## src/rtl/core/char_lcd_shadow_writer_unit_assert.svh

```systemverilog
// Assertion macros shared by the character display writer modules.
`ifndef CHAR_LCD_SHADOW_WRITER_UNIT_ASSERT_SVH
`define CHAR_LCD_SHADOW_WRITER_UNIT_ASSERT_SVH

// Same-cycle implication, checked out of reset.
`define CLSW_ASSERT(label, ante, cons, msg) \
    label: assert property (@(posedge clk) disable iff (!rst_n) (ante) |-> (cons)) \
        else $error(msg);

// Next-cycle implication, checked out of reset.
`define CLSW_ASSERT_NEXT(label, ante, cons, msg) \
    label: assert property (@(posedge clk) disable iff (!rst_n) (ante) |=> (cons)) \
        else $error(msg);

`endif

```

## src/rtl/core/clsw_pkg.sv

```systemverilog
// Types, constants and helpers for the character display writer.
package clsw_pkg;

    localparam int LINE_CELLS  = 16;
    localparam int TOTAL_CELLS = 32;
    localparam int CELL_AW     = $clog2(TOTAL_CELLS);

    localparam logic [1:0] OP_PRINT   = 2'd0;
    localparam logic [1:0] OP_SET_POS = 2'd1;
    localparam logic [1:0] OP_CLEAR   = 2'd2;

    localparam logic [7:0] SPACE_CODE     = 8'h20;
    localparam logic [7:0] NEWLINE_CODE   = 8'h0A;
    localparam logic [7:0] CMD_CLEAR      = 8'h01;
    localparam logic [7:0] CMD_HOME       = 8'h02;
    localparam logic [7:0] CMD_DDRAM      = 8'h80;
    localparam logic [7:0] LINE_TWO_BASE  = 8'h40;
    localparam logic [7:0] CURSOR_UNKNOWN = 8'hFF;

    typedef struct packed {
        logic [1:0]         op;
        logic [7:0]         char_code;
        logic [CELL_AW-1:0] position;
    } item_t;

    typedef struct packed {
        logic       is_data;
        logic [7:0] value;
    } word_t;

    typedef struct packed {
        logic [2:0]      count;
        word_t [3:0]     words;
        logic [5:0]      write_position;
    } bundle_t;

    function automatic logic [7:0] ddram_cmd(input logic [CELL_AW-1:0] p);
        logic [7:0] p8;
        p8 = 8'(p);
        if (p8 < 8'(LINE_CELLS))
            return CMD_DDRAM | p8;
        else
            return CMD_DDRAM | (p8 - 8'(LINE_CELLS) + LINE_TWO_BASE);
    endfunction

endpackage

```

## src/rtl/core/char_lcd_shadow_writer_unit.sv

```systemverilog
// Top level of the two-line character display writer with screen shadow.
// Each item is registered at the input, then its words load into the output buffer.
// Throughput: one item per cycle while each sends at most one word and m_tready is high;
// an item with more words (up to 3) holds the output buffer until its last word is taken.
// Items that send nothing retire without using or waiting for the output buffer.
// Reset: positions and flags clear at once; shadow valid bits clear, cells read as spaces.
module char_lcd_shadow_writer_unit
(
    input  logic        clk,
    input  logic        rst_n,
    input  logic        s_tvalid,
    output logic        s_tready,
    input  logic [15:0] s_tdata,   // [7:0] char_code, [12:8] position, [15:13] zero
    input  logic [1:0]  s_tuser,   // [1:0] op
    output logic        m_tvalid,
    input  logic        m_tready,
    output logic [15:0] m_tdata,   // [7:0] value, [13:8] write_position, [15:14] zero
    output logic        m_tuser,   // [0] is_data
    output logic        m_tlast
);

    logic              s1_valid_reg;
    clsw_pkg::item_t   s1_item_reg;
    clsw_pkg::bundle_t bundle;
    logic              obuf_free;
    logic              adv;
    logic              load;

    assign adv      = s1_valid_reg && (bundle.count == 3'd0 || obuf_free);
    assign load     = adv && (bundle.count != 3'd0);
    assign s_tready = !s1_valid_reg || adv;

    always_ff @(posedge clk or negedge rst_n)
    begin
        if (!rst_n)
            s1_valid_reg <= 1'b0;
        else if (s_tready)
            s1_valid_reg <= s_tvalid;
    end

    always_ff @(posedge clk)
    begin
        if (s_tvalid && s_tready)
        begin
            s1_item_reg.op        <= s_tuser;
            s1_item_reg.char_code <= s_tdata[7:0];
            s1_item_reg.position  <= s_tdata[12:8];
        end
    end

    clsw_step u_step
    (
        .clk    (clk),
        .rst_n  (rst_n),
        .item   (s1_item_reg),
        .adv    (adv),
        .bundle (bundle)
    );

    clsw_obuf u_obuf
    (
        .clk      (clk),
        .rst_n    (rst_n),
        .load     (load),
        .bundle   (bundle),
        .free     (obuf_free),
        .m_tvalid (m_tvalid),
        .m_tready (m_tready),
        .m_tdata  (m_tdata),
        .m_tuser  (m_tuser),
        .m_tlast  (m_tlast)
    );

endmodule

```

## src/rtl/core/clsw_step.sv

```systemverilog
// Screen shadow, position state and per-item bus word generation.
`include "char_lcd_shadow_writer_unit_assert.svh"

module clsw_step
(
    input  logic              clk,
    input  logic              rst_n,
    input  clsw_pkg::item_t   item,
    input  logic              adv,
    output clsw_pkg::bundle_t bundle
);

    logic [7:0]                      shadow_reg [clsw_pkg::TOTAL_CELLS];
    logic [clsw_pkg::TOTAL_CELLS-1:0] valid_reg;
    logic [5:0]                      write_pos_reg;
    logic [7:0]                      cursor_pos_reg;
    logic                            clear_pending_reg;

    logic [clsw_pkg::TOTAL_CELLS-1:0] valid_next;
    logic [5:0]                  write_pos_next;
    logic [7:0]                  cursor_pos_next;
    logic                        clear_pending_next;
    logic                        do_clear;
    logic                        do_addr;
    logic                        do_data;
    logic                        cell_wr;
    logic [clsw_pkg::CELL_AW-1:0] cell_idx;
    logic [clsw_pkg::CELL_AW-1:0] addr_pos;
    logic [7:0]                  cell_val;
    logic [2:0]                  n;

    always_comb
    begin
        write_pos_next     = write_pos_reg;
        cursor_pos_next    = cursor_pos_reg;
        clear_pending_next = clear_pending_reg;
        do_clear           = 1'b0;
        do_addr            = 1'b0;
        do_data            = 1'b0;
        cell_wr            = 1'b0;
        cell_idx           = write_pos_reg[clsw_pkg::CELL_AW-1:0];
        addr_pos           = '0;
        cell_val           = clsw_pkg::SPACE_CODE;
        case (item.op)
            clsw_pkg::OP_PRINT:
            begin
                if (clear_pending_reg)
                begin
                    do_clear           = 1'b1;
                    write_pos_next     = '0;
                    cursor_pos_next    = '0;
                    clear_pending_next = 1'b0;
                end
                if (write_pos_next >= 6'(clsw_pkg::TOTAL_CELLS))
                    write_pos_next = '0;
                if (item.char_code == clsw_pkg::NEWLINE_CODE)
                begin
                    clear_pending_next = 1'b1;
                end
                else
                begin
                    if (write_pos_next == 6'(clsw_pkg::LINE_CELLS))
                        cursor_pos_next = clsw_pkg::CURSOR_UNKNOWN;
                    cell_idx = write_pos_next[clsw_pkg::CELL_AW-1:0];
                    if (!do_clear && valid_reg[cell_idx])
                        cell_val = shadow_reg[cell_idx];
                    if (cell_val != item.char_code)
                    begin
                        cell_wr = 1'b1;
                        do_data = 1'b1;
                        if (cursor_pos_next != 8'(write_pos_next))
                        begin
                            do_addr  = 1'b1;
                            addr_pos = cell_idx;
                        end
                        cursor_pos_next = 8'(write_pos_next) + 8'd1;
                    end
                    write_pos_next = write_pos_next + 6'd1;
                end
            end
            clsw_pkg::OP_SET_POS:
            begin
                write_pos_next = 6'(item.position);
                if (8'(item.position) != cursor_pos_reg)
                begin
                    cursor_pos_next = 8'(item.position);
                    do_addr         = 1'b1;
                    addr_pos        = item.position;
                end
            end
            clsw_pkg::OP_CLEAR:
            begin
                do_clear        = 1'b1;
                write_pos_next  = '0;
                cursor_pos_next = '0;
            end
            default:
            begin
            end
        endcase
    end

    always_comb
    begin
        valid_next = do_clear ? '0 : valid_reg;
        if (cell_wr)
            valid_next[cell_idx] = 1'b1;
    end

    always_comb
    begin
        n            = '0;
        bundle.words = '0;
        if (do_clear)
        begin
            bundle.words[0] = '{is_data: 1'b0, value: clsw_pkg::CMD_CLEAR};
            bundle.words[1] = '{is_data: 1'b0, value: clsw_pkg::CMD_HOME};
            n = 3'd2;
        end
        if (do_addr)
        begin
            bundle.words[n[1:0]] = '{is_data: 1'b0, value: clsw_pkg::ddram_cmd(addr_pos)};
            n = n + 3'd1;
        end
        if (do_data)
        begin
            bundle.words[n[1:0]] = '{is_data: 1'b1, value: item.char_code};
            n = n + 3'd1;
        end
        bundle.count          = n;
        bundle.write_position = write_pos_next;
    end

    always_ff @(posedge clk or negedge rst_n)
    begin
        if (!rst_n)
        begin
            valid_reg         <= '0;
            write_pos_reg     <= '0;
            cursor_pos_reg    <= '0;
            clear_pending_reg <= 1'b0;
        end
        else if (adv)
        begin
            write_pos_reg     <= write_pos_next;
            cursor_pos_reg    <= cursor_pos_next;
            clear_pending_reg <= clear_pending_next;
            valid_reg         <= valid_next;
        end
    end

    always_ff @(posedge clk)
    begin
        if (adv && cell_wr)
            shadow_reg[cell_idx] <= item.char_code;
    end

    `CLSW_ASSERT(a_wpos_range, 1'b1, write_pos_reg <= 6'(clsw_pkg::TOTAL_CELLS),
        "write position beyond screen")
    `CLSW_ASSERT_NEXT(a_clear_home, adv && item.op == clsw_pkg::OP_CLEAR,
        write_pos_reg == '0 && cursor_pos_reg == '0 && valid_reg == '0,
        "clear did not home and blank the shadow")

endmodule

```

## src/rtl/core/clsw_obuf.sv

```systemverilog
// Output buffer that sends the bus words of one item, one word per cycle while the receiver is ready.
`include "char_lcd_shadow_writer_unit_assert.svh"

module clsw_obuf
(
    input  logic              clk,
    input  logic              rst_n,
    input  logic              load,
    input  clsw_pkg::bundle_t bundle,
    output logic              free,
    output logic              m_tvalid,
    input  logic              m_tready,
    output logic [15:0]       m_tdata,   // [7:0] value, [13:8] write_position, [15:14] zero
    output logic              m_tuser,   // [0] is_data
    output logic              m_tlast
);

    logic                  buf_valid_reg;
    logic [1:0]            idx_reg;
    logic [1:0]            last_reg;
    clsw_pkg::word_t [3:0] words_reg;
    logic [5:0]            wpos_reg;

    logic at_last;

    assign at_last  = (idx_reg == last_reg);
    assign free     = !buf_valid_reg || (m_tready && at_last);
    assign m_tvalid = buf_valid_reg;
    assign m_tlast  = at_last;
    assign m_tuser  = words_reg[idx_reg].is_data;
    assign m_tdata  = {2'b00, wpos_reg, words_reg[idx_reg].value};

    always_ff @(posedge clk or negedge rst_n)
    begin
        if (!rst_n)
        begin
            buf_valid_reg <= 1'b0;
            idx_reg       <= '0;
            last_reg      <= '0;
        end
        else if (load)
        begin
            buf_valid_reg <= 1'b1;
            idx_reg       <= '0;
            last_reg      <= bundle.count[1:0] - 2'd1;
        end
        else if (buf_valid_reg && m_tready)
        begin
            if (at_last)
                buf_valid_reg <= 1'b0;
            else
                idx_reg <= idx_reg + 2'd1;
        end
    end

    always_ff @(posedge clk)
    begin
        if (load)
        begin
            words_reg <= bundle.words;
            wpos_reg  <= bundle.write_position;
        end
    end

    `CLSW_ASSERT(a_load_free, load, !buf_valid_reg || (m_tready && at_last),
        "buffer loaded while words remain")
    `CLSW_ASSERT(a_idx_range, buf_valid_reg, idx_reg <= last_reg, "word index past last")
    `CLSW_ASSERT_NEXT(a_drain, buf_valid_reg && m_tready && at_last && !load,
        !buf_valid_reg, "buffer not released after last word")

endmodule

```

## config.mk

```make
export PLATFORM = sky130hd
export DESIGN_NAME = char_lcd_shadow_writer_unit
export DESIGN_NICKNAME = d
export VERILOG_FILES = /design/src/rtl/core/clsw_pkg.sv /design/src/rtl/core/char_lcd_shadow_writer_unit.sv /design/src/rtl/core/clsw_step.sv /design/src/rtl/core/clsw_obuf.sv
export VERILOG_INCLUDE_DIRS = /design/src /design/src/rtl/core
export SDC_FILE = /design/constraint.sdc
export NUM_CORES = 1
export LEC_CHECK = 0
export BUFFER_PORTS_ARGS = -buffer_cell sky130_fd_sc_hd__buf_4
export CAP_MARGIN = 20
export CORE_ASPECT_RATIO = 0.5
export CORE_MARGIN = 2
export CORE_UTILIZATION = 40
export CTS_BUF_LIST = sky130_fd_sc_hd__clkbuf_4 sky130_fd_sc_hd__clkbuf_8 sky130_fd_sc_hd__clkbuf_16
export DETAILED_ROUTE_END_ITERATION = 8
export HOLD_SLACK_MARGIN = 0.12
export MAX_ROUTING_LAYER = met4
export PLACE_DENSITY = 0.53
export SLEW_MARGIN = 20
export SYNTH_ARGS = -nofsm -noshare
export SYNTH_HDL_FRONTEND = slang
export SYNTH_HIERARCHICAL = 1
export SYNTH_SLANG_ARGS = --single-unit
```

## constraint.sdc

```tcl
create_clock -name clk -period 9 [get_ports clk]
set_clock_uncertainty 0.15 [all_clocks]
set_input_delay 0.45 -clock clk [delete_from_list [all_inputs] [get_ports clk]]
set_output_delay 0.45 -clock clk [all_outputs]
set_load 0.03 [all_outputs]
```

==> impl_results.md, run 1 <==
* Final layout net count at 1,289
* FF+latch count, synth at 366
* CP Capture Type: flip-flop
* Hold Crit Start: u_step/valid_reg[12]
* CP Max Fanout at 21
* Layout filler cell count at 3,591
* Sequential area share after synthesis at 65.86%
* Bufs and invs on worst path at 1
* Iter 0 DRT Violations at 1,072
* Pin count of the biggest net entering global routing at 54
* Worst-Skew Late Latency at 0.53 ns
* Yosys Warn Count at 6
* Root Buffer: clkbuf_16
* DP HPWL at 28.95 mm
* Grt ovf at 0
* Peak Freq at 0.1225 GHz
* Sw frac at 37.68%
* Die Height at 146.7 µm
* Most common cell after layout, fill and taps aside: edfxtp_1
* Non-filler cells in the finished layout at 1,818
* Die width at 289.3 µm
* TritonCTS clock tree: done
* VDD IR max at 0.1556 mV
* Final hold vios at 0
* CP Launch Type: flip-flop
* Power Density at 307.6 mW/mm²
* Final Wtd Congestion at 0.8765
* Post-Synth Simple-Gate Area at 9.174%
* Initial antenna violation count at 2
* Maximum buffer depth of the clock tree at 3
* Final Max Slew Viols at 0
* Site row count at 52
* Hold Crit Class: reg -> reg
* Area of the die at 0.04244 mm²
* Most used cell, CP: nand2_1
* Leakage power at 6.450 nW
* P_sw at 2.145 mW
* Detailed Routing Iterations Pass 1 at 5
* Placed cells at 1,737
* Share of cells above drive strength 1 at 15.67%
* Drt via density at 5.926
* Wire per inst at 24.72 µm
* Drc violations at 0
* CTS H-tree lvls at 2
* Worst reg2reg startpoint: u_step/clear_pending_reg
* Num ports at 42
* Number of synthesized flops with an enable pin at 313
* Area of the multi-input gates at 0.004989 mm²
* Final setup viols at 0
* Synth Area in XOR/XNOR at 0.8068%
* DR vias at 10.77k
* Worst-margin pin slew at 1.204 ns
* Register area at 0.01073 mm²
* Crit path time final at 8.164 ns
* Sequential Power Share at 37.5%
* Initial Utilization at 40.43%
* Cell Chain, Critical Path: or2_1 > nor2_1 > o32ai_1 > o21ai_0 > nand4_1 > nand3_1 > a41oi_2 > nand2_1 > and2_1 > ha_1 > mux2_2 > or3_4 > a21boi_1 > buf_4 > nand2b_1 > a21oi_1 > nor2b_1 > nand2_1 > nor3_1 > a21o_1
* Max cap viols at 0
* Post-CTS Setup Inserts at 0
* Commonest cells after routing, fill and taps aside: edfxtp_1 (313), buf_4 (91), nand2_1 (80)
* Mux contribution to synthesized area at 6.016%
* Status: finished, final reports clean
* Final Cycle Share at 90.71%
* Vias in the first global route at 10.57k
* Hold path depth at 2
* Crit path depth at 20
* Synth Area in Compound Gates at 13.42%
* Max FFs per register at 256
* First-pass GRT wire length at 67.06 mm
* CTS clk-pin slew, worst paths at 0.06 ns
* RSZ-0062 raised after global routing: no
* Syn Area/Cell at 13.66 µm²
* Worst Path Required at 9.32 ns
* Antenna Violating Nets Remaining at 0
* TNS Setup at 0 ns
* Port buffer count at 36
* CP arrival at 8.48 ns
* TritonCTS buffer count at 36
* Kind of critical path: reg -> reg
* Post-synthesis instance area at 0.01628 mm²
* Main synth FF type: edfxtp_1
* CP max stage delay at 1.10 ns
* Aggregate global-route resource usage at 21.93%
* Slew headroom at 19.50%
* Library cells used by synthesis at 78
* Asr flop ratio synth at 14.48%
* Area after DPL at 0.01721 mm²
* CP top delay family: simple AND/OR/NAND/NOR gates
* Synth Area in Adders at 1.076%
* Total core area at 0.04027 mm²
* R2R cell count at 20
* Syn Inst Count at 1,192
* Slowest-stage cell, CP: o32ai_1
* Critical Path Start: u_step/clear_pending_reg
* Largest family of logic cells by synthesized area: compound AO/OA/AOI/OAI gates
* Area Overhead vs Synth at 13.65%
* Layout Cell Area excl Fill at 0.01851 mm²
* Final Power at 5.693 mW
* Total wire length at 44.93 mm
* Combinational fraction of design power at 37.0%
* Clock power share at 25.5%
* Sink Count at 366
* Int Pwr at 3.547 mW
-- worst paths after layout --
| kind | to | slack, ns |
|---|---|---|
| max in group asynchronous | u_step/write_pos_reg[0] | 7.78 |
| max reg2reg | u_step/cursor_pos_reg[7] | 0.84 |
| min in group asynchronous | u_obuf/idx_reg[1] | 0.34 |
| min | u_step/valid_reg[12] | 0.32 |
| max | u_step/cursor_pos_reg[7] | 0.84 |
| min reg2reg | u_step/valid_reg[12] | 0.32 |
-- synth_stat cells (all sizes together), types with 8 or more instances --
cell     instances  area [µm²]
o22ai           23       143.9
xnor2           12       105.1
a221oi          29       260.3
o21ai           53       265.3
mux2i           36       360.4
nand2           81       306.6
nor2b           26       162.7
mux2            27       304.0
dfrtp           53        1326
edfxtp         313        9399
nor3            36       180.2
buf             48       307.8
a2bb2oi         12       105.1
inv             35       131.4
mux4            13       315.3
ha              14       175.2
clkbuf          39       146.4
nand3           26       130.1
a21o             8       60.06
nor2            55       211.5
o31ai           18       135.1
o221ai          26       227.7
nand4           12       75.07
a21oi           40       200.2
a211oi          18       135.1
a22oi            8       60.06
and3            15       93.84
o32ai           15       131.4
-- kinds of logic after synthesis --
logic type / after synthesis
AND/OR/NAND/NOR: 292
buffers and inverters: 123
XOR/XNOR: 15
AO/OA/AOI/OAI: 305
multiplexers: 76
other: 1
adder cells (fa/ha/maj): 14
flip-flops: 366
-- per-stage QoR --
stage,hold slack [ns],setup slack (ns),utilization [%]
floorplan,0.004409,2.509,-
detailed placement,0.3112,1.205,42.73
global route,0.3354,0.5252,45.95
CTS,0.3253,1.171,45.93
finish,0.3233,0.8361,45.96
global placement,0.3017,1.296,42.73
-- layout make-up --
cell class	count	area share [%]
clock inverters	19	0.7977
repair buffers	109	4.665
inverters	36	0.7301
flip-flops and latches	366	57.97
clock buffers	42	5.206
diodes	2	0.02704
well taps	540	3.651
multi-input cells	704	26.95
-- worst register-to-register path: stages (launching register included) --
cell	delay [ns]
dfrtp_1	0.93
or2_1	0.82
nor2_1	0.40
o32ai_1	1.11
o21ai_0	0.25
nand4_1	0.16
nand3_1	0.16
a41oi_2	0.30
nand2_1	0.11
and2_1	0.26
ha_1	0.30
mux2_2	0.29
or3_4	0.40
a21boi_1	0.42
buf_4	0.25
nand2b_1	0.23
a21oi_1	0.73
nor2b_1	0.30
nand2_1	0.14
nor3_1	0.28
a21o_1	0.12
-- timing repair --
| item | 4_1_cts | 5_1_grt |
|---|---|---|
| gates resized for setup | 0 | 0 |
| hold buffers | 18 | 0 |
| endpoints found under the hold margin | 70 | 0 |
-- per-layer routing --
metal | GRT usage (%) | part of all wire [%]
met1 | 30.51 | 45
met2 | 32.29 | 45
met3 | 5.766 | 7.9
met4 | 4.742 | 1.6
met5 | - | 0
-- power groups by stage --
| stage | combinational [mW] | sequential, mW | clock (mW) |
|---|---|---|---|
| 4_1_cts | 2.08 | 2.14 | 1.48 |
| 6_report | 2.11 | 2.14 | 1.45 |
| 3_3_place_gp | 2.04 | 2.17 | 0 |
| 2_1_floorplan | 1.37 | 2.16 | 0 |
| 3_5_place_dp | 2.07 | 2.17 | 0 |
| 5_1_grt | 2.26 | 2.15 | 1.55 |
Note: power is estimated with default switching activity, not from simulation.
==> inputs of run 2 (changes only) <==
--- a/config.mk
+++ b/config.mk
@@ -6,6 +6,7 @@
 export SDC_FILE = /design/constraint.sdc
 export NUM_CORES = 1
 export LEC_CHECK = 0
+export ABC_AREA = 1
 export BUFFER_PORTS_ARGS = -buffer_cell sky130_fd_sc_hd__buf_4
 export CAP_MARGIN = 20
 export CORE_ASPECT_RATIO = 0.5
==> run 2 against run 1 <==
Compared with the run above: core utilization is 0.21 points higher; clock power is 7% higher; worst setup slack better by 0.46 ns.
==> impl_results.md, run 2 <==
* Status: finished, final reports clean
* Syn Inst Count at 1,628 (+37%)
* DP HPWL at 27.96 mm (-3.4%)
* TritonCTS buffer count at 36 (unchanged)
* Die width at 293.3 µm (+1.4%)
* TritonCTS clock tree: done
* VDD IR max at 0.1296 mV (-17%)
* Final Cycle Share at 85.55% (-5.2 points)
* Maximum buffer depth of the clock tree at 3 (unchanged)
* Area of the die at 0.04361 mm² (+2.8%)
* Root Buffer: clkbuf_16
* Register area at 0.01073 mm² (about the same)
* Crit path time final at 7.699 ns (-0.4646 ns)
* Area of the multi-input gates at 0.005207 mm² (+4.4%)
* Final hold vios at 0 (unchanged)
* Most common cell in the netlist: nand2_1
* Drt via density at 5.340 (-9.9%)
* Most common cell after layout, fill and taps aside: nand2_1
* First-pass GRT wire length at 68.76 mm (+2.5%)
* Hold Crit Start: u_step/cursor_pos_reg[0]
* CP Capture Type: flip-flop
* Slew headroom at 24.50% (+5.0 points)
* Pin count of the biggest net entering global routing at 54 (unchanged)
* Final setup viols at 0 (unchanged)
* Commonest cells after routing, fill and taps aside: nand2_1 (417), edfxtp_1 (313), nand3_1 (282)
* Met3 usage at 4.812% (-0.95 points)
* Final Wtd Congestion at 0.9153 (+4.4%)
* Worst reg2reg startpoint: u_step/clear_pending_reg
* Total wire length at 44.96 mm (about the same)
* Post-CTS Setup Inserts at 0 (unchanged)
* CP Max Fanout at 48 (+130%)
* Max cap viols at 0 (unchanged)
* Largest cells by area after synthesis: edfxtp_1 (56%), nand2_1 (9.4%), nand3_1 (8.4%)
* Peak Freq at 0.1299 GHz (+6.0%)
* Num ports at 42 (unchanged)
* Sequential area share after synthesis at 64.06% (-1.8 points)
* Die Height at 148.7 µm (+1.4%)
* Drc violations at 0 (unchanged)
* RSZ-0062 raised after global routing: no
* Worst Path Required at 9.33 ns (about the same)
* Total core area at 0.04086 mm² (+1.5%)
* Sink Count at 366 (unchanged)
* Iter 0 DRT Violations at 1,051 (-2.0%)
* Power Density at 329.6 mW/mm² (+7.2%)
* Max FFs per register at 256 (unchanged)
* DR vias at 11.94k (+11%)
* Grt ovf at 0 (unchanged)
* Initial Utilization at 40.98% (+0.54 points)
* CTS clk-pin slew, worst paths at 0.07 ns (about the same)
* Layout Cell Area excl Fill at 0.01886 mm² (+1.9%)
* Most used cell, CP: nand2_1
* Vias in the first global route at 11.55k (+9.2%)
* Final layout net count at 1,702 (+32%)
* Final Max Slew Viols at 0 (unchanged)
* Hold Crit Class: reg -> reg
* Area after DPL at 0.01744 mm² (+1.3%)
* CP arrival at 8.03 ns (-0.45 ns)
* Port buffer count at 36 (unchanged)
* Wire per inst at 20.12 µm (-19%)
* Antenna Violating Nets Remaining at 0 (unchanged)
* Worst-Skew Late Latency at 0.54 ns (about the same)
* Share of cells above drive strength 1 at 10.92% (-4.8 points)
* GRT met2 Usage at 31.93% (-0.36 points)
* Synth top cells by count: nand2_1 (418), edfxtp_1 (313), nand3_1 (282)
* Final Util at 46.17% (+0.21 points)
* Number of synthesized flops with an enable pin at 313 (unchanged)
* Grt met1 use at 30.00% (-0.51 points)
* Initial antenna violation count at 0 (-2)
* Worst-margin pin slew at 1.128 ns (-0.07548 ns)
* Detailed Routing Iterations Pass 1 at 7 (+2)
* Gr busiest metal: met2
* CTS H-tree lvls at 2 (unchanged)
* Share of the synthesized area in the top cell type at 56.14% (-1.6 points)
* Yosys Warn Count at 6 (unchanged)
* Synth area leader: edfxtp_1
* Leakage power at 7.262 nW (+13%)
* Kind of critical path: reg -> reg
* Critical Path Start: u_step/clear_pending_reg
* TNS Setup at 0 ns (unchanged)
* Library cells used by synthesis at 44 (-44%)
* CP max stage delay at 0.71 ns (-0.39 ns)
* Layout filler cell count at 3,814 (+6.2%)
* FF+latch count, synth at 366 (unchanged)
* Site row count at 52 (unchanged)
* Main synth FF type: edfxtp_1
* Aggregate global-route resource usage at 21.39% (-0.53 points)
* Asr flop ratio synth at 14.48% (unchanged)
* Post-synthesis instance area at 0.01674 mm² (+2.8%)
* Area Overhead vs Synth at 12.67%
* Syn Area/Cell at 10.28 µm² (-25%)
* Slowest-stage cell, CP: inv_2
* CP Launch Type: flip-flop
-- run 2: changes by cell type after synthesis, moves of 26 or more --
cell      delta
nand2_1    +338
nand3_1    +256
nor2_1      +81
inv_1       +47
mux2i_1     -36
nor3_1      -29
a221oi_1    -28
clkbuf_1    -28
nor2b_1     -26
o221ai_1    -26
-- run 2: cell type report --
| type | count | area share [%] |
|---|---|---|
| clock buffers | 52 | 5.612 |
| well taps | 540 | 3.582 |
| inverters | 96 | 1.910 |
| diodes | 1 | 0.01327 |
| repair buffers | 82 | 3.569 |
| multi-input cells | 1084 | 27.61 |
| clock inverters | 14 | 0.8490 |
| flip-flops and latches | 366 | 56.86 |
-- run 2: path summary, 6_finish.rpt --
path	to	slack, ns	cells past startpoint
worst min-delay path	u_step/cursor_pos_reg[0]	0.33	2
max in group asynchronous	u_step/cursor_pos_reg[1]	7.80	2
min in group asynchronous	u_step/valid_reg[25]	0.39	2
worst min register to register	u_step/cursor_pos_reg[0]	0.33	2
worst max-delay path	u_step/cursor_pos_reg[5]	1.30	35
worst max register to register	u_step/cursor_pos_reg[5]	1.30	35
-- run 2: timing repair --
item	CTS	global route
resized for setup	0	0
hold endpoints to repair	70	0
hold buffers	18	0
setup endpoints to repair	0	0
-- run 2: worst max-delay path: cells and delay by family, from the launching register on --
kind / cells / cell delay (ns)
adder cells (fa/ha/maj): 1 / 0.32
buffers and inverters: 8 / 2.35
AO/OA/AOI/OAI: 6 / 0.70
flip-flops: 1 / 0.36
AND/OR/NAND/NOR: 20 / 3.70
-- run 2: cells by family (layout without fill, tap and decap cells) --
kind of cell	count (synthesis)	in the layout	synth area share [%]
and+or+nand+nor	898	898	23.83
adders and majority gates	14	14	1.046
other	1	3	0.02240
AOI/OAI and AO/OA	163	163	5.725
xor gates and xnor gates	7	7	0.3662
buffers and inverters	179	244	4.947
DFF	366	366	64.06
-- run 2: where the power goes --
part           internal (mW)  switching [mW]  leakage (nW)
combinational          0.677            1.83          3.11
clock                  0.888           0.663         0.601
sequential              2.06          0.0963          3.55
total                   3.62            2.59          7.26
-- run 2: through the flow --
| step | worst slack [ns] | power, mW | hold WS [ns] | cells |
|---|---|---|---|---|
| detailed placement | 1.490 | 4.656 | 0.3160 | 2149 |
| global route | 0.5518 | 6.589 | 0.3599 | 2234 |
| CTS | 1.452 | 6.223 | 0.3320 | 2233 |
| finish | 1.301 | 6.217 | 0.3338 | 2235 |
| floorplan | 4.061 | 3.874 | 0.004409 | 1629 |
| global placement | 1.587 | 4.627 | 0.3125 | 2149 |
-- run 2: metal layers --
layer  vias to the layer above  wire (µm)
li1                       5695          -
met1                      5771      20480
met2                       404      20060
met3                        65       3702
met4                         0        707
met5                         -          0
